--- src/design/lfut_pkg.sv ---
// lfut_pkg: shared constants for the LFU cache with LRU tie break.
// No dependencies; imported by every module of the block.
`timescale 1ns / 1ps

package lfut_pkg;

    // Default geometry
    localparam int ENTRIES_DEF    = 16;
    localparam int KEY_BITS_DEF   = 16;
    localparam int VALUE_BITS_DEF = 32;
    localparam int COUNT_BITS_DEF = 16;

    // Capacity register
    localparam int              CAP_BITS  = 5;
    localparam logic [CAP_BITS-1:0] CAP_RESET = 5'd16;

    // Action codes carried in s_tuser
    localparam logic ACT_GET = 1'b0;
    localparam logic ACT_PUT = 1'b1;

    // Bit positions in m_tuser
    localparam int OUT_FOUND_BIT   = 0;
    localparam int OUT_EVICTED_BIT = 1;

endpackage

--- src/design/lfu_cache_lru_tiebreak_unit.sv ---
// lfu_cache_lru_tiebreak_unit: top level of the LFU cache with LRU tie break.
// Depends on lfut_pkg, lfut_match and lfut_victim.
`timescale 1ns / 1ps
//
//  Channel | Dir | Handshake         | Payload
//  --------+-----+-------------------+--------------------------------------
//  s_      | in  | s_tvalid/s_tready | tdata: key, write_value; tuser: action
//  m_      | out | m_tvalid/m_tready | tdata: read_value, evicted_key;
//          |     |                   | tuser: found, evicted
//  cfg_    | in  | cfg_wr_en         | cfg_wr_data: capacity
//
//  One item per cycle sustained while m_tready stays high. An item is loaded
//  into the input register at the accepting edge; lookup, victim tree and
//  state update then run from that register and load the result register,
//  raising m_tvalid, once that register is free or its result is taken.
//  Reset (aresetn low, synchronous) empties the store and sets capacity 16.
//  A stall on m_tready holds the result; the input register still takes one
//  more item, then s_tready drops until the result drains.

module lfu_cache_lru_tiebreak_unit #(
    parameter int ENTRIES    = lfut_pkg::ENTRIES_DEF,
    parameter int KEY_BITS   = lfut_pkg::KEY_BITS_DEF,
    parameter int VALUE_BITS = lfut_pkg::VALUE_BITS_DEF,
    parameter int COUNT_BITS = lfut_pkg::COUNT_BITS_DEF
) (
    input  logic                                          aclk,
    input  logic                                          aresetn,
    // cfg: capacity
    input  logic                                          cfg_wr_en,
    input  logic [lfut_pkg::CAP_BITS-1:0]                 cfg_wr_data,
    // s_tdata: key, write_value (from bit 0), zero padded to bytes
    input  logic                                          s_tvalid,
    output logic                                          s_tready,
    input  logic [((KEY_BITS+VALUE_BITS+7)/8)*8-1:0]      s_tdata,
    // s_tuser: action
    input  logic                                          s_tuser,
    // m_tdata: read_value, evicted_key (from bit 0), zero padded to bytes
    output logic                                          m_tvalid,
    input  logic                                          m_tready,
    output logic [((VALUE_BITS+KEY_BITS+7)/8)*8-1:0]      m_tdata,
    // m_tuser: found, evicted (from bit 0)
    output logic [1:0]                                    m_tuser
);
    import lfut_pkg::*;

    localparam int IDX_BITS    = (ENTRIES > 1) ? $clog2(ENTRIES) : 1;
    localparam int NUM_BITS    = $clog2(ENTRIES + 1);
    localparam int CMP_BITS    = (NUM_BITS > CAP_BITS) ? NUM_BITS : CAP_BITS;
    localparam int M_DATA_BITS = ((VALUE_BITS + KEY_BITS + 7) / 8) * 8;

    // ---------------- configuration ----------------
    logic [CAP_BITS-1:0] capacity_reg;

    always_ff @(posedge aclk) begin
        if (!aresetn) begin
            capacity_reg <= CAP_RESET;
        end else if (cfg_wr_en) begin
            capacity_reg <= cfg_wr_data;
        end
    end

    // ---------------- input register ----------------
    logic                  in_valid_reg;
    logic                  in_put_reg;
    logic [KEY_BITS-1:0]   in_key_reg;
    logic [VALUE_BITS-1:0] in_value_reg;
    logic                  out_valid_reg;
    logic                  advance;

    assign advance  = in_valid_reg && (!out_valid_reg || m_tready);
    assign s_tready = !in_valid_reg || advance;

    always_ff @(posedge aclk) begin
        if (!aresetn) begin
            in_valid_reg <= 1'b0;
        end else if (s_tready) begin
            in_valid_reg <= s_tvalid;
        end
    end

    always_ff @(posedge aclk) begin
        if (s_tvalid && s_tready) begin
            in_put_reg   <= s_tuser;
            in_key_reg   <= s_tdata[KEY_BITS-1:0];
            in_value_reg <= s_tdata[KEY_BITS+VALUE_BITS-1:KEY_BITS];
        end
    end

    // ---------------- store ----------------
    logic [ENTRIES-1:0]                  valid_reg;
    logic [ENTRIES-1:0]                  valid_next;
    logic [ENTRIES-1:0][KEY_BITS-1:0]    key_reg;
    logic [ENTRIES-1:0][VALUE_BITS-1:0]  value_reg;
    logic [ENTRIES-1:0][COUNT_BITS-1:0]  count_reg;
    logic [ENTRIES-1:0][COUNT_BITS-1:0]  count_next;
    logic [ENTRIES-1:0][IDX_BITS-1:0]    rank_reg;
    logic [ENTRIES-1:0][IDX_BITS-1:0]    rank_next;

    logic                hit;
    logic [IDX_BITS-1:0] hit_idx;
    logic [IDX_BITS-1:0] free_idx;
    logic [NUM_BITS-1:0] fill;
    logic [IDX_BITS-1:0] victim_idx;

    lfut_match #(
        .ENTRIES  (ENTRIES),
        .KEY_BITS (KEY_BITS),
        .IDX_BITS (IDX_BITS),
        .NUM_BITS (NUM_BITS)
    ) u_match (
        .key      (in_key_reg),
        .valid    (valid_reg),
        .keys     (key_reg),
        .hit      (hit),
        .hit_idx  (hit_idx),
        .free_idx (free_idx),
        .fill     (fill)
    );

    lfut_victim #(
        .ENTRIES    (ENTRIES),
        .COUNT_BITS (COUNT_BITS),
        .IDX_BITS   (IDX_BITS)
    ) u_victim (
        .valid      (valid_reg),
        .counts     (count_reg),
        .ranks      (rank_reg),
        .victim_idx (victim_idx)
    );

    // ---------------- decision ----------------
    logic [CMP_BITS-1:0] cap_ext;
    logic [CMP_BITS-1:0] cap_eff;
    logic                cap_zero;
    logic                is_put;
    logic                do_touch;
    logic                do_insert;
    logic                do_evict;
    logic                inc_all;
    logic                update;
    logic [IDX_BITS-1:0] ref_idx;
    logic [IDX_BITS-1:0] ref_rank;
    logic                key_wr;
    logic                value_wr;

    // Capacity above the store size acts as the store size
    assign cap_ext  = CMP_BITS'(capacity_reg);
    assign cap_eff  = (cap_ext > CMP_BITS'(ENTRIES)) ? CMP_BITS'(ENTRIES) : cap_ext;
    assign cap_zero = (cap_eff == '0);
    assign is_put   = (in_put_reg == ACT_PUT);

    // Get always touches on a hit; put touches only when capacity is nonzero
    assign do_touch  = hit && (!is_put || !cap_zero);
    assign do_insert = is_put && !hit && !cap_zero;
    assign do_evict  = do_insert && (CMP_BITS'(fill) >= cap_eff);
    // Plain insert ages every valid entry; evict-and-reuse ages only the
    // entries newer than the victim, same as a touch on the victim slot
    assign inc_all   = do_insert && !do_evict;
    assign ref_idx   = hit ? hit_idx : (do_evict ? victim_idx : free_idx);
    assign ref_rank  = rank_reg[ref_idx];
    assign update    = advance && (do_touch || do_insert);
    assign key_wr    = advance && do_insert;
    assign value_wr  = advance && is_put && !cap_zero;

    always_comb begin
        for (int i = 0; i < ENTRIES; i++) begin
            valid_next[i] = valid_reg[i];
            count_next[i] = count_reg[i];
            rank_next[i]  = rank_reg[i];
            if (update) begin
                if (IDX_BITS'(i) == ref_idx) begin
                    valid_next[i] = 1'b1;
                    rank_next[i]  = '0;
                    if (do_insert) begin
                        count_next[i] = COUNT_BITS'(1);
                    end else if (count_reg[i] != '1) begin
                        count_next[i] = count_reg[i] + COUNT_BITS'(1);
                    end
                end else if (valid_reg[i] && (inc_all || rank_reg[i] < ref_rank)) begin
                    rank_next[i] = rank_reg[i] + IDX_BITS'(1);
                end
            end
        end
    end

    always_ff @(posedge aclk) begin
        if (!aresetn) begin
            valid_reg <= '0;
            count_reg <= '0;
            rank_reg  <= '0;
        end else begin
            valid_reg <= valid_next;
            count_reg <= count_next;
            rank_reg  <= rank_next;
        end
    end

    always_ff @(posedge aclk) begin
        if (key_wr) begin
            key_reg[ref_idx] <= in_key_reg;
        end
        if (value_wr) begin
            value_reg[ref_idx] <= in_value_reg;
        end
    end

    // ---------------- result register ----------------
    logic                  found_reg;
    logic                  evicted_reg;
    logic [VALUE_BITS-1:0] read_value_reg;
    logic [KEY_BITS-1:0]   evicted_key_reg;

    always_ff @(posedge aclk) begin
        if (!aresetn) begin
            out_valid_reg <= 1'b0;
        end else if (advance) begin
            out_valid_reg <= 1'b1;
        end else if (m_tready) begin
            out_valid_reg <= 1'b0;
        end
    end

    always_ff @(posedge aclk) begin
        if (advance) begin
            found_reg       <= hit;
            evicted_reg     <= do_evict;
            read_value_reg  <= (hit && !is_put) ? value_reg[hit_idx] : '0;
            evicted_key_reg <= do_evict ? key_reg[victim_idx] : '0;
        end
    end

    assign m_tvalid                 = out_valid_reg;
    assign m_tdata                  = M_DATA_BITS'({evicted_key_reg, read_value_reg});
    assign m_tuser[OUT_FOUND_BIT]   = found_reg;
    assign m_tuser[OUT_EVICTED_BIT] = evicted_reg;

endmodule

--- src/design/lfut_match.sv ---
// lfut_match: parallel key compare, first free slot and fill count.
// Depends on lfut_pkg.
`timescale 1ns / 1ps

module lfut_match #(
    parameter int ENTRIES  = lfut_pkg::ENTRIES_DEF,
    parameter int KEY_BITS = lfut_pkg::KEY_BITS_DEF,
    parameter int IDX_BITS = (ENTRIES > 1) ? $clog2(ENTRIES) : 1,
    parameter int NUM_BITS = $clog2(ENTRIES + 1)
) (
    input  logic [KEY_BITS-1:0]                key,
    input  logic [ENTRIES-1:0]                 valid,
    input  logic [ENTRIES-1:0][KEY_BITS-1:0]   keys,
    output logic                               hit,
    output logic [IDX_BITS-1:0]                hit_idx,
    output logic [IDX_BITS-1:0]                free_idx,
    output logic [NUM_BITS-1:0]                fill
);
    import lfut_pkg::*;

    logic [ENTRIES-1:0] match;

    always_comb begin
        for (int i = 0; i < ENTRIES; i++) begin
            match[i] = valid[i] && (keys[i] == key);
        end
    end

    // Walk downward so the lowest index wins
    always_comb begin
        hit_idx  = '0;
        free_idx = '0;
        for (int i = ENTRIES - 1; i >= 0; i--) begin
            if (match[i]) begin
                hit_idx = IDX_BITS'(i);
            end
            if (!valid[i]) begin
                free_idx = IDX_BITS'(i);
            end
        end
    end

    assign hit  = |match;
    assign fill = NUM_BITS'($countones(valid));

endmodule

--- src/design/lfut_victim.sv ---
// lfut_victim: minimum tree over use count, then oldest recency rank.
// Depends on lfut_pkg.
`timescale 1ns / 1ps

module lfut_victim #(
    parameter int ENTRIES    = lfut_pkg::ENTRIES_DEF,
    parameter int COUNT_BITS = lfut_pkg::COUNT_BITS_DEF,
    parameter int IDX_BITS   = (ENTRIES > 1) ? $clog2(ENTRIES) : 1
) (
    input  logic [ENTRIES-1:0]                  valid,
    input  logic [ENTRIES-1:0][COUNT_BITS-1:0]  counts,
    input  logic [ENTRIES-1:0][IDX_BITS-1:0]    ranks,
    output logic [IDX_BITS-1:0]                 victim_idx
);
    import lfut_pkg::*;

    localparam int LEAVES = 1 << IDX_BITS;

    logic                  node_vld [2*LEAVES];
    logic [COUNT_BITS-1:0] node_cnt [2*LEAVES];
    logic [IDX_BITS-1:0]   node_rnk [2*LEAVES];
    logic [IDX_BITS-1:0]   node_idx [2*LEAVES];

    always_comb begin
        node_vld[0] = 1'b0;
        node_cnt[0] = '0;
        node_rnk[0] = '0;
        node_idx[0] = '0;
        for (int j = 0; j < LEAVES; j++) begin
            if (j < ENTRIES) begin
                node_vld[LEAVES+j] = valid[j];
                node_cnt[LEAVES+j] = counts[j];
                node_rnk[LEAVES+j] = ranks[j];
            end else begin
                node_vld[LEAVES+j] = 1'b0;
                node_cnt[LEAVES+j] = '0;
                node_rnk[LEAVES+j] = '0;
            end
            node_idx[LEAVES+j] = IDX_BITS'(j);
        end
        // Right child wins only when strictly better: lower count, or same
        // count and older (higher rank).
        for (int k = LEAVES - 1; k >= 1; k--) begin
            if (node_vld[2*k+1] && (!node_vld[2*k] ||
                    node_cnt[2*k+1] < node_cnt[2*k] ||
                    (node_cnt[2*k+1] == node_cnt[2*k] &&
                     node_rnk[2*k+1] > node_rnk[2*k]))) begin
                node_vld[k] = 1'b1;
                node_cnt[k] = node_cnt[2*k+1];
                node_rnk[k] = node_rnk[2*k+1];
                node_idx[k] = node_idx[2*k+1];
            end else begin
                node_vld[k] = node_vld[2*k];
                node_cnt[k] = node_cnt[2*k];
                node_rnk[k] = node_rnk[2*k];
                node_idx[k] = node_idx[2*k];
            end
        end
    end

    assign victim_idx = node_idx[1];

endmodule

--- config.mk ---
export PLATFORM = sky130hd
export DESIGN_NAME = lfu_cache_lru_tiebreak_unit
export DESIGN_NICKNAME = d
export VERILOG_FILES = /design/src/design/lfut_pkg.sv /design/src/design/lfu_cache_lru_tiebreak_unit.sv /design/src/design/lfut_match.sv /design/src/design/lfut_victim.sv
export SDC_FILE = /design/constraint.sdc
export NUM_CORES = 2
export LEC_CHECK = 0
export BUFFER_PORTS_ARGS = -buffer_cell sky130_fd_sc_hd__buf_2
export CORE_AREA = 2 2 308 341
export DETAILED_ROUTE_END_ITERATION = 16
export DIE_AREA = 0 0 310 343
export PLACE_DENSITY = 0.81
export SLEW_MARGIN = 20
export SYNTH_ARGS = -nofsm -noshare
export SYNTH_HDL_FRONTEND = slang
export SYNTH_HIERARCHICAL = 1
export SYNTH_SLANG_ARGS = --single-unit
export TNS_END_PERCENT = 5
--- constraint.sdc ---
create_clock -name aclk -period 13.2 [get_ports aclk]
set_input_delay 0.66 -clock aclk [delete_from_list [all_inputs] [get_ports aclk]]
set_output_delay 0.66 -clock aclk [all_outputs]
set_load 0.05 [all_outputs]
* Yosys cells after proc, flatten, opt, wreduce, memory -nomap -nowiden
Cells that the tools add are included.
Word-level totals: flip-flop bits (word level) 1210, output and inout port bits 52
Cells by class: add/subtract/negate cells 47, magnitude comparators 52, equality and inequality tests 62, muxes and demuxes 170, reductions and logical operators 230
Operators by type and width (count):
- 16-bit 2-to-1 mux | 48
- 512-bit bitwise mux | 1
- 16-bit equality test | 31
- 4-bit 2-to-1 mux | 82
- 16-bit by 1-bit adder with 16-bit output (second input constant) | 16
- 256-bit bitwise mux | 1
- 16-bit != test (second input constant) | 16
- 16-bit < comparator | 15
- 32-bit binary-select mux with 4-bit select | 1
- 32-bit demux with 4-bit select | 1
- 1-bit logical AND | 75
- 2-bit nonzero test | 33
- 4-bit by 1-bit adder with 4-bit output (second input constant) | 16
- 16-bit binary-select mux with 4-bit select | 1
- 16-bit demux with 4-bit select | 1
- 4-bit < comparator | 16
- 32-bit 2-to-1 mux | 2
- 2-bit AND reduction | 32
- 4-bit greater-than comparator | 15
- 1-bit logical OR | 50
- 3-bit AND reduction | 16
- 5-bit adder | 7
- 4-bit equality test (first input constant) | 8
- 1-bit 2-to-1 mux | 24
- 16 further kinds | 53

* Logic depth before layout (Yosys ltp)
depth in word-level cells 29, depth in mapped cells 58, gate-level depth less buffers 51

* Hierarchy
The synthesis kept the hierarchy.
Modules (own cells, without submodules):
- lfu_cache_lru_tiebreak_unit | instances 1, cells an instance 3515, area each 50325.8 µm², seq. area each 32901.6 µm²
- lfut_victim | instances 1, cells an instance 1474, area each 11054.4 µm², seq. area each 0.0 µm²
- lfut_match | instances 1, cells an instance 488, area each 4040.1 µm², seq. area each 0.0 µm²

* Worst setup path after synthesis
No wires, ideal clock.
path kind reg2reg, start point register count_reg[225] (netlist name), end point register rank_reg[0] (netlist name), library setup time 0.070 ns, arrival time 11.021 ns, setup slack 2.109 ns, stages on the path, launching flop included 53, path buffers 7, period minus slack after synthesis 11.091 ns, cell sequence dfxtp_1 inv_1 ha_1 nor2b_1 o211ai_1 a2111oi_0 or4_1 o21ai_1 buf_2 mux2_2 ha_1 nand4_1 nor4_1 a211oi_1 o22ai_1 clkbuf_1 clkbuf_1 nor2_1 [... 17 more ...] o211a_1 o2111ai_1 mux2_2 nand2_2 clkbuf_1 clkbuf_1 a31oi_1 mux2i_1 nor2_1 a21oi_1 ha_1 a21o_1 a21oi_1 nand3_1 o21ai_0 a41oi_4 mux2_1 a21oi_1
On the way: longest elaborated chain between the ends 29, elaborated cells on any way between the ends 51
Ends and longest elaborated chain:
- start, declared | line lfu_cache_lru_tiebreak_unit.sv:94 | logic [ENTRIES-1:0][COUNT_BITS-1:0] count_reg;
- start signal, assigned | line lfu_cache_lru_tiebreak_unit.sv:193 | count_reg <= count_next;
- 16-bit < comparator / 16-bit equality test (equally long branches) | line lfut_victim.sv:45, lfut_victim.sv:46
- 1-bit logical OR / 1-bit logical AND (equally long branches) | line lfut_victim.sv:44, lfut_victim.sv:46
- 1-bit logical OR | line lfut_victim.sv:45 | node_cnt[2*k+1] < node_cnt[2*k] ||
- 1-bit logical AND | line lfut_victim.sv:44 | if (node_vld[2*k+1] && (!node_vld[2*k] ||
- 16-bit 2-to-1 mux / 4-bit 2-to-1 mux (equally long branches) | line lfut_victim.sv:44
- 16-bit < comparator (tied with other cells) | line lfut_victim.sv:45
- 1-bit logical OR / 1-bit logical AND (equally long branches) | line lfut_victim.sv:44, lfut_victim.sv:46
- 1-bit logical OR | line lfut_victim.sv:45
- [... 12 more ...]
- named net victim_idx[0] | line lfu_cache_lru_tiebreak_unit.sv:103 | logic [IDX_BITS-1:0] victim_idx;
- 4-bit 2-to-1 mux (*) (2 in series) | line lfu_cache_lru_tiebreak_unit.sv:159 | assign ref_idx = hit ? hit_idx : (do_evict ? victim_idx : free_idx);
- 4-bit binary-select mux with 4-bit select | line lfu_cache_lru_tiebreak_unit.sv:160 | assign ref_rank = rank_reg[ref_idx];
- 4-bit 2-to-1 mux (not written as such) | line lfu_cache_lru_tiebreak_unit.sv:160
- 4-bit < comparator | line lfu_cache_lru_tiebreak_unit.sv:179 | end else if (valid_reg[i] && (inc_all || rank_reg[i] < ref_rank)) begin
- 1-bit logical OR | line lfu_cache_lru_tiebreak_unit.sv:179
- 1-bit logical AND | line lfu_cache_lru_tiebreak_unit.sv:179
- 2-bit nonzero test (no source line)
- 2-bit AND reduction (no source line)
- end signal, assigned | line lfu_cache_lru_tiebreak_unit.sv:194 | rank_reg <= rank_next;
- end, declared | line lfu_cache_lru_tiebreak_unit.sv:96 | logic [ENTRIES-1:0][IDX_BITS-1:0] rank_reg;
The timed path passes the listed nets; every way through them passes the cells marked *. The select of a mux whose other input is x is not followed. A chain may end at the register's enable or synchronous reset.

* Worst setup path after layout
start point register count_reg[199] (netlist name), end point register rank_reg[19] (netlist name)
On the way: longest elaborated chain between the ends 29, elaborated cells on any way between the ends 52
Ends and longest elaborated chain (line):
- 16-bit < comparator / 16-bit equality test (equally long branches) | lfut_victim.sv:45, lfut_victim.sv:46
- 1-bit logical OR / 1-bit logical AND (equally long branches) | lfut_victim.sv:44, lfut_victim.sv:46
- 1-bit logical OR | lfut_victim.sv:45
- 1-bit logical AND | lfut_victim.sv:44
- 16-bit 2-to-1 mux (tied with other cells) | lfut_victim.sv:44
- 16-bit < comparator (tied with other cells) | lfut_victim.sv:45
- 1-bit logical OR / 1-bit logical AND (equally long branches) | lfut_victim.sv:44, lfut_victim.sv:46
- 1-bit logical OR | lfut_victim.sv:45
- [... 12 more ...]
- named net victim_idx[0] | lfu_cache_lru_tiebreak_unit.sv:103
- 4-bit 2-to-1 mux (*) (2 in series) | lfu_cache_lru_tiebreak_unit.sv:159
- 4-bit binary-select mux with 4-bit select | lfu_cache_lru_tiebreak_unit.sv:160
- 4-bit 2-to-1 mux (not written as such) | lfu_cache_lru_tiebreak_unit.sv:160
- 4-bit < comparator | lfu_cache_lru_tiebreak_unit.sv:179
- 1-bit logical OR | lfu_cache_lru_tiebreak_unit.sv:179
- 1-bit logical AND | lfu_cache_lru_tiebreak_unit.sv:179
- 2-bit nonzero test (no source line)
- 2-bit AND reduction (no source line)
Marked as above.

==> flow_results.xml <==
<?xml version="1.0" encoding="UTF-8"?>
<metrics>
  <group name="outcome">
    <metric name="outcome" unit="">finished, final reports clean</metric>
  </group>
  <group name="drt">
    <metric name="wirelength" unit="um">199300</metric>
    <metric name="routed_wire_length_per_instance" unit="um">27.97</metric>
    <metric name="antenna_left" unit="">0</metric>
    <metric name="detailedRoute.firstIterationViolations" unit="">6218</metric>
    <metric name="drcViolationCount" unit="">0</metric>
    <metric name="detail_route.vias_per_cell" unit="">6.784</metric>
    <metric name="detailroute.via_count" unit="">48350</metric>
    <metric name="detail_route.first_pass.iterations" unit="">7</metric>
  </group>
  <group name="floorplan">
    <metric name="ios" unit="">111</metric>
    <metric name="floorplan.die_area" unit="um^2">106300</metric>
    <metric name="die_h" unit="um">343</metric>
    <metric name="initial_core_util" unit="">0.6350</metric>
    <metric name="placeableCoreArea" unit="um^2">103000</metric>
    <metric name="die_w" unit="um">310</metric>
    <metric name="core.rowCount" unit="">124</metric>
  </group>
  <group name="timing">
    <metric name="worst_pin_slew" unit="ps">1106</metric>
    <metric name="holdWs" unit="ps">59.34</metric>
    <metric name="max_freq" unit="MHz">78.73</metric>
    <metric name="final_hold_viol_count" unit="">0</metric>
    <metric name="period_needed" unit="ps">12700</metric>
    <metric name="slew-limit-headroom" unit="">0.2627</metric>
    <metric name="final_max_slew_viol_count" unit="">0</metric>
    <metric name="report.final.setup_viol" unit="">0</metric>
    <metric name="clock_skew" unit="ps">66.03</metric>
    <metric name="period_share" unit="">0.9623</metric>
  </group>
  <group name="cts">
    <metric name="clkSinkCount" unit="">1210</metric>
    <metric name="cts.path.max_buffers" unit="">3</metric>
    <metric name="cts_hold_repair.buffers" unit="">0</metric>
    <metric name="h-tree-depth" unit="">3</metric>
    <metric name="insertion_delay" unit="ps">780</metric>
    <metric name="cts_tree" unit="">yes</metric>
    <metric name="clock-root-buffer" unit="">clkbuf_16</metric>
    <metric name="post-cts-setup-buffer-count" unit="">0</metric>
    <metric name="number_of_buffers_created_by_cts" unit="">117</metric>
    <metric name="cts.clk_slew.worst_paths" unit="ps">70</metric>
  </group>
  <group name="yosys">
    <metric name="synth_nets" unit="">5943</metric>
    <metric name="ys_types" unit="">118</metric>
    <metric name="synthDominantCellAreaShare" unit="">0.3980</metric>
    <metric name="synth_most_common_cell" unit="">edfxtp_1</metric>
    <metric name="synthArstFlopShare" unit="">0</metric>
    <metric name="ys.warnings.count" unit="">6</metric>
    <metric name="synth.avg_cell_area" unit="um^2">11.94</metric>
    <metric name="synth-edff-count" unit="">867</metric>
    <metric name="postSynthRegisterBits" unit="">1210</metric>
    <metric name="synth_seq_area_share" unit="">0.5029</metric>
    <metric name="syn-cell-area" unit="um^2">65420</metric>
    <metric name="ys_top_cells_by_count" unit="">edfxtp_1, ha_1, nor2_1</metric>
    <metric name="yosys-top-cells-area" unit="">edfxtp_1, dfxtp_1, mux4_2</metric>
    <metric name="post_synth_inst_count" unit="">5477</metric>
    <metric name="ys_dominant_reg_cell" unit="">edfxtp_1</metric>
    <metric name="yosysTopAreaCell" unit="">edfxtp_1</metric>
  </group>
  <group name="layout">
    <metric name="filler_cell_count" unit="">7019</metric>
    <metric name="post_layout_nonfiller_instances" unit="">7128</metric>
    <metric name="final-seq-area" unit="um^2">32900</metric>
    <metric name="final_layout_size_suffix_gt1_frac" unit="">0.1515</metric>
    <metric name="nets" unit="">6111</metric>
    <metric name="diodes" unit="">0</metric>
    <metric name="number_of_flip_flops_under_the_largest_register_name" unit="">512</metric>
    <metric name="design_area" unit="um^2">72020</metric>
    <metric name="syn_to_final_growth" unit="%">10.08</metric>
    <metric name="total_area_of_multi_input_combinational_cells" unit="um^2">30360</metric>
  </group>
  <group name="place">
    <metric name="placed_cell_areas" unit="um^2">67980</metric>
    <metric name="io_buffers" unit="">110</metric>
    <metric name="dp.cells" unit="">6912</metric>
    <metric name="finalWeightedCongestion" unit="">0.9634</metric>
    <metric name="hpwlAfterDp" unit="um">125700</metric>
  </group>
  <group name="min_path">
    <metric name="worstHoldPathCells" unit="">1</metric>
    <metric name="hold_path_startpoint" unit="">s_tdata[29]</metric>
    <metric name="hold_end" unit="">in_value_reg[13]</metric>
    <metric name="hold_path.class" unit="">in2reg</metric>
  </group>
  <group name="global_routing">
    <metric name="grt_start_max_net_pins" unit="">67</metric>
    <metric name="grt_pass1_wl" unit="um">295800</metric>
    <metric name="grt.overflow.total" unit="">0</metric>
    <metric name="antenna_violations_before_repair" unit="">5</metric>
    <metric name="grtUsageTotal" unit="">0.3731</metric>
    <metric name="first_global_vias" unit="">46780</metric>
  </group>
  <group name="setup_path">
    <metric name="setup.worst_path.class" unit="">reg2reg</metric>
    <metric name="critical_path.reg2reg.endpoint" unit="">rank_reg[19]</metric>
    <metric name="slowest_stage" unit="">nor4_1</metric>
    <metric name="cpPeakStageDelay" unit="ps">600</metric>
    <metric name="timing.critical_path.required" unit="ps">13860</metric>
    <metric name="regToRegStartpoint" unit="">count_reg[199]</metric>
    <metric name="ff2ff_setup_slack" unit="ps">500</metric>
    <metric name="crit_path_max_fanout" unit="">24</metric>
    <metric name="worst_setup_path_start_kind" unit="">flop</metric>
    <metric name="critical-path-top-cell-by-count" unit="">ha_1</metric>
    <metric name="critPathCaptureType" unit="">flop</metric>
    <metric name="r2r_cells" unit="">46</metric>
    <metric name="cp_data_arrival_time" unit="ps">13360</metric>
  </group>
  <group name="pwr">
    <metric name="peakVddDrop" unit="mV">0.1701</metric>
    <metric name="power.static_leakage" unit="nW">25.17</metric>
    <metric name="power_density" unit="nW/um^2">111.1</metric>
  </group>
  <group name="flow_run">
    <metric name="cap_violations" unit="">0</metric>
  </group>
</metrics>
## stage by stage
step                setup slack [ps]  utilization  TNS, ps  power, mW
floorplan                       2109            -        0      4.409
global placement               340.5       0.6599        0      4.512
detailed placement             163.9       0.6599        0      4.524
CTS                            98.23       0.6985        0      8.001
global route                  -64.18       0.6991   -151.1      8.167
finish                         497.9       0.6991        0      8.001
## worst max-delay path, delay by kind of cell, from the launching register on
kind | cells | cell delay [ps]
AOI/OAI and AO/OA | 23 | 5880
adders and majority gates | 5 | 1520
buffers and inverters | 4 | 840
DFF | 1 | 430
muxes | 4 | 1660
and+or+nand+nor | 10 | 2250
## routing by layer
layer / up-vias / track usage / wire, um
li1: 20860 / - / -
met1: 23350 / 0.4642 / 70540
met2: 3317 / 0.5983 / 92890
met3: 826 / 0.08055 / 21350
met4: 6 / 0.2286 / 14530
met5: - / 0 / 37
## timing repair
action	CTS	global route
pin swaps	0	1
gates resized for setup	1	15
endpoints found under the setup margin	2	257
## power breakdown
group	switching, mW	internal, mW
registers	0.0364	4.09
clock network	1.56	1.98
logic	0.239	0.0962
total	1.84	6.16
## worst max path at each step
| stage | startpoint | endpoint | slack (ps) | cells past startpoint |
|---|---|---|---|---|
| finish | count_reg[199] | rank_reg[19] | 500 | 46 |
| floorplan | count_reg[225] | rank_reg[0] | 2110 | 52 |
| global placement | rank_reg[1] | rank_reg[49] | 340 | 46 |
| detailed placement | count_reg[44] | rank_reg[23] | 160 | 46 |
| CTS | count_reg[44] | rank_reg[19] | 100 | 49 |
| global route | count_reg[44] | rank_reg[19] | -60 | 49 |
## area by class of cell
cell class / count / share of cell area
multi-input combinational: 3708 / 0.4215
clock buffer: 141 / 0.04260
sequential: 1210 / 0.4569
clock inverter: 75 / 0.01251
tap: 1386 / 0.02408
timing repair buffer: 273 / 0.02498
inverter: 335 / 0.01748
## cells by family (layout without fill, tap and decap cells)
group | after synthesis | count (layout) | synth area share
flops | 1210 | 1210 | 0.5029
compound gates | 843 | 843 | 0.08444
simple gates | 1567 | 1567 | 0.1224
buf+inv | 559 | 824 | 0.03789
fa+ha+maj | 407 | 407 | 0.07876
xor+xnor | 425 | 425 | 0.05724
mux | 466 | 466 | 0.1163
## cell usage in the layout (no fill, tap or decap), types with 61 or more instances in the layout
| cell type | count |
|---|---|
| edfxtp_1 | 867 |
| ha_1 | 399 |
| nand2_1 | 358 |
| nor2_1 | 354 |
| dfxtp_1 | 343 |
| inv_1 | 331 |
| a21oi_1 | 274 |
| xor2_1 | 229 |
| mux4_2 | 224 |
| nand3_1 | 215 |
| xnor2_1 | 193 |
| o21ai_0 | 186 |
| mux2i_1 | 176 |
| buf_4 | 161 |
| nand4_1 | 157 |
| clkbuf_16 | 117 |
| buf_2 | 110 |
| or3_1 | 76 |
| and3_1 | 66 |
| and2_1 | 61 |
No activity file was read; power rests on OpenSTA's default activity.
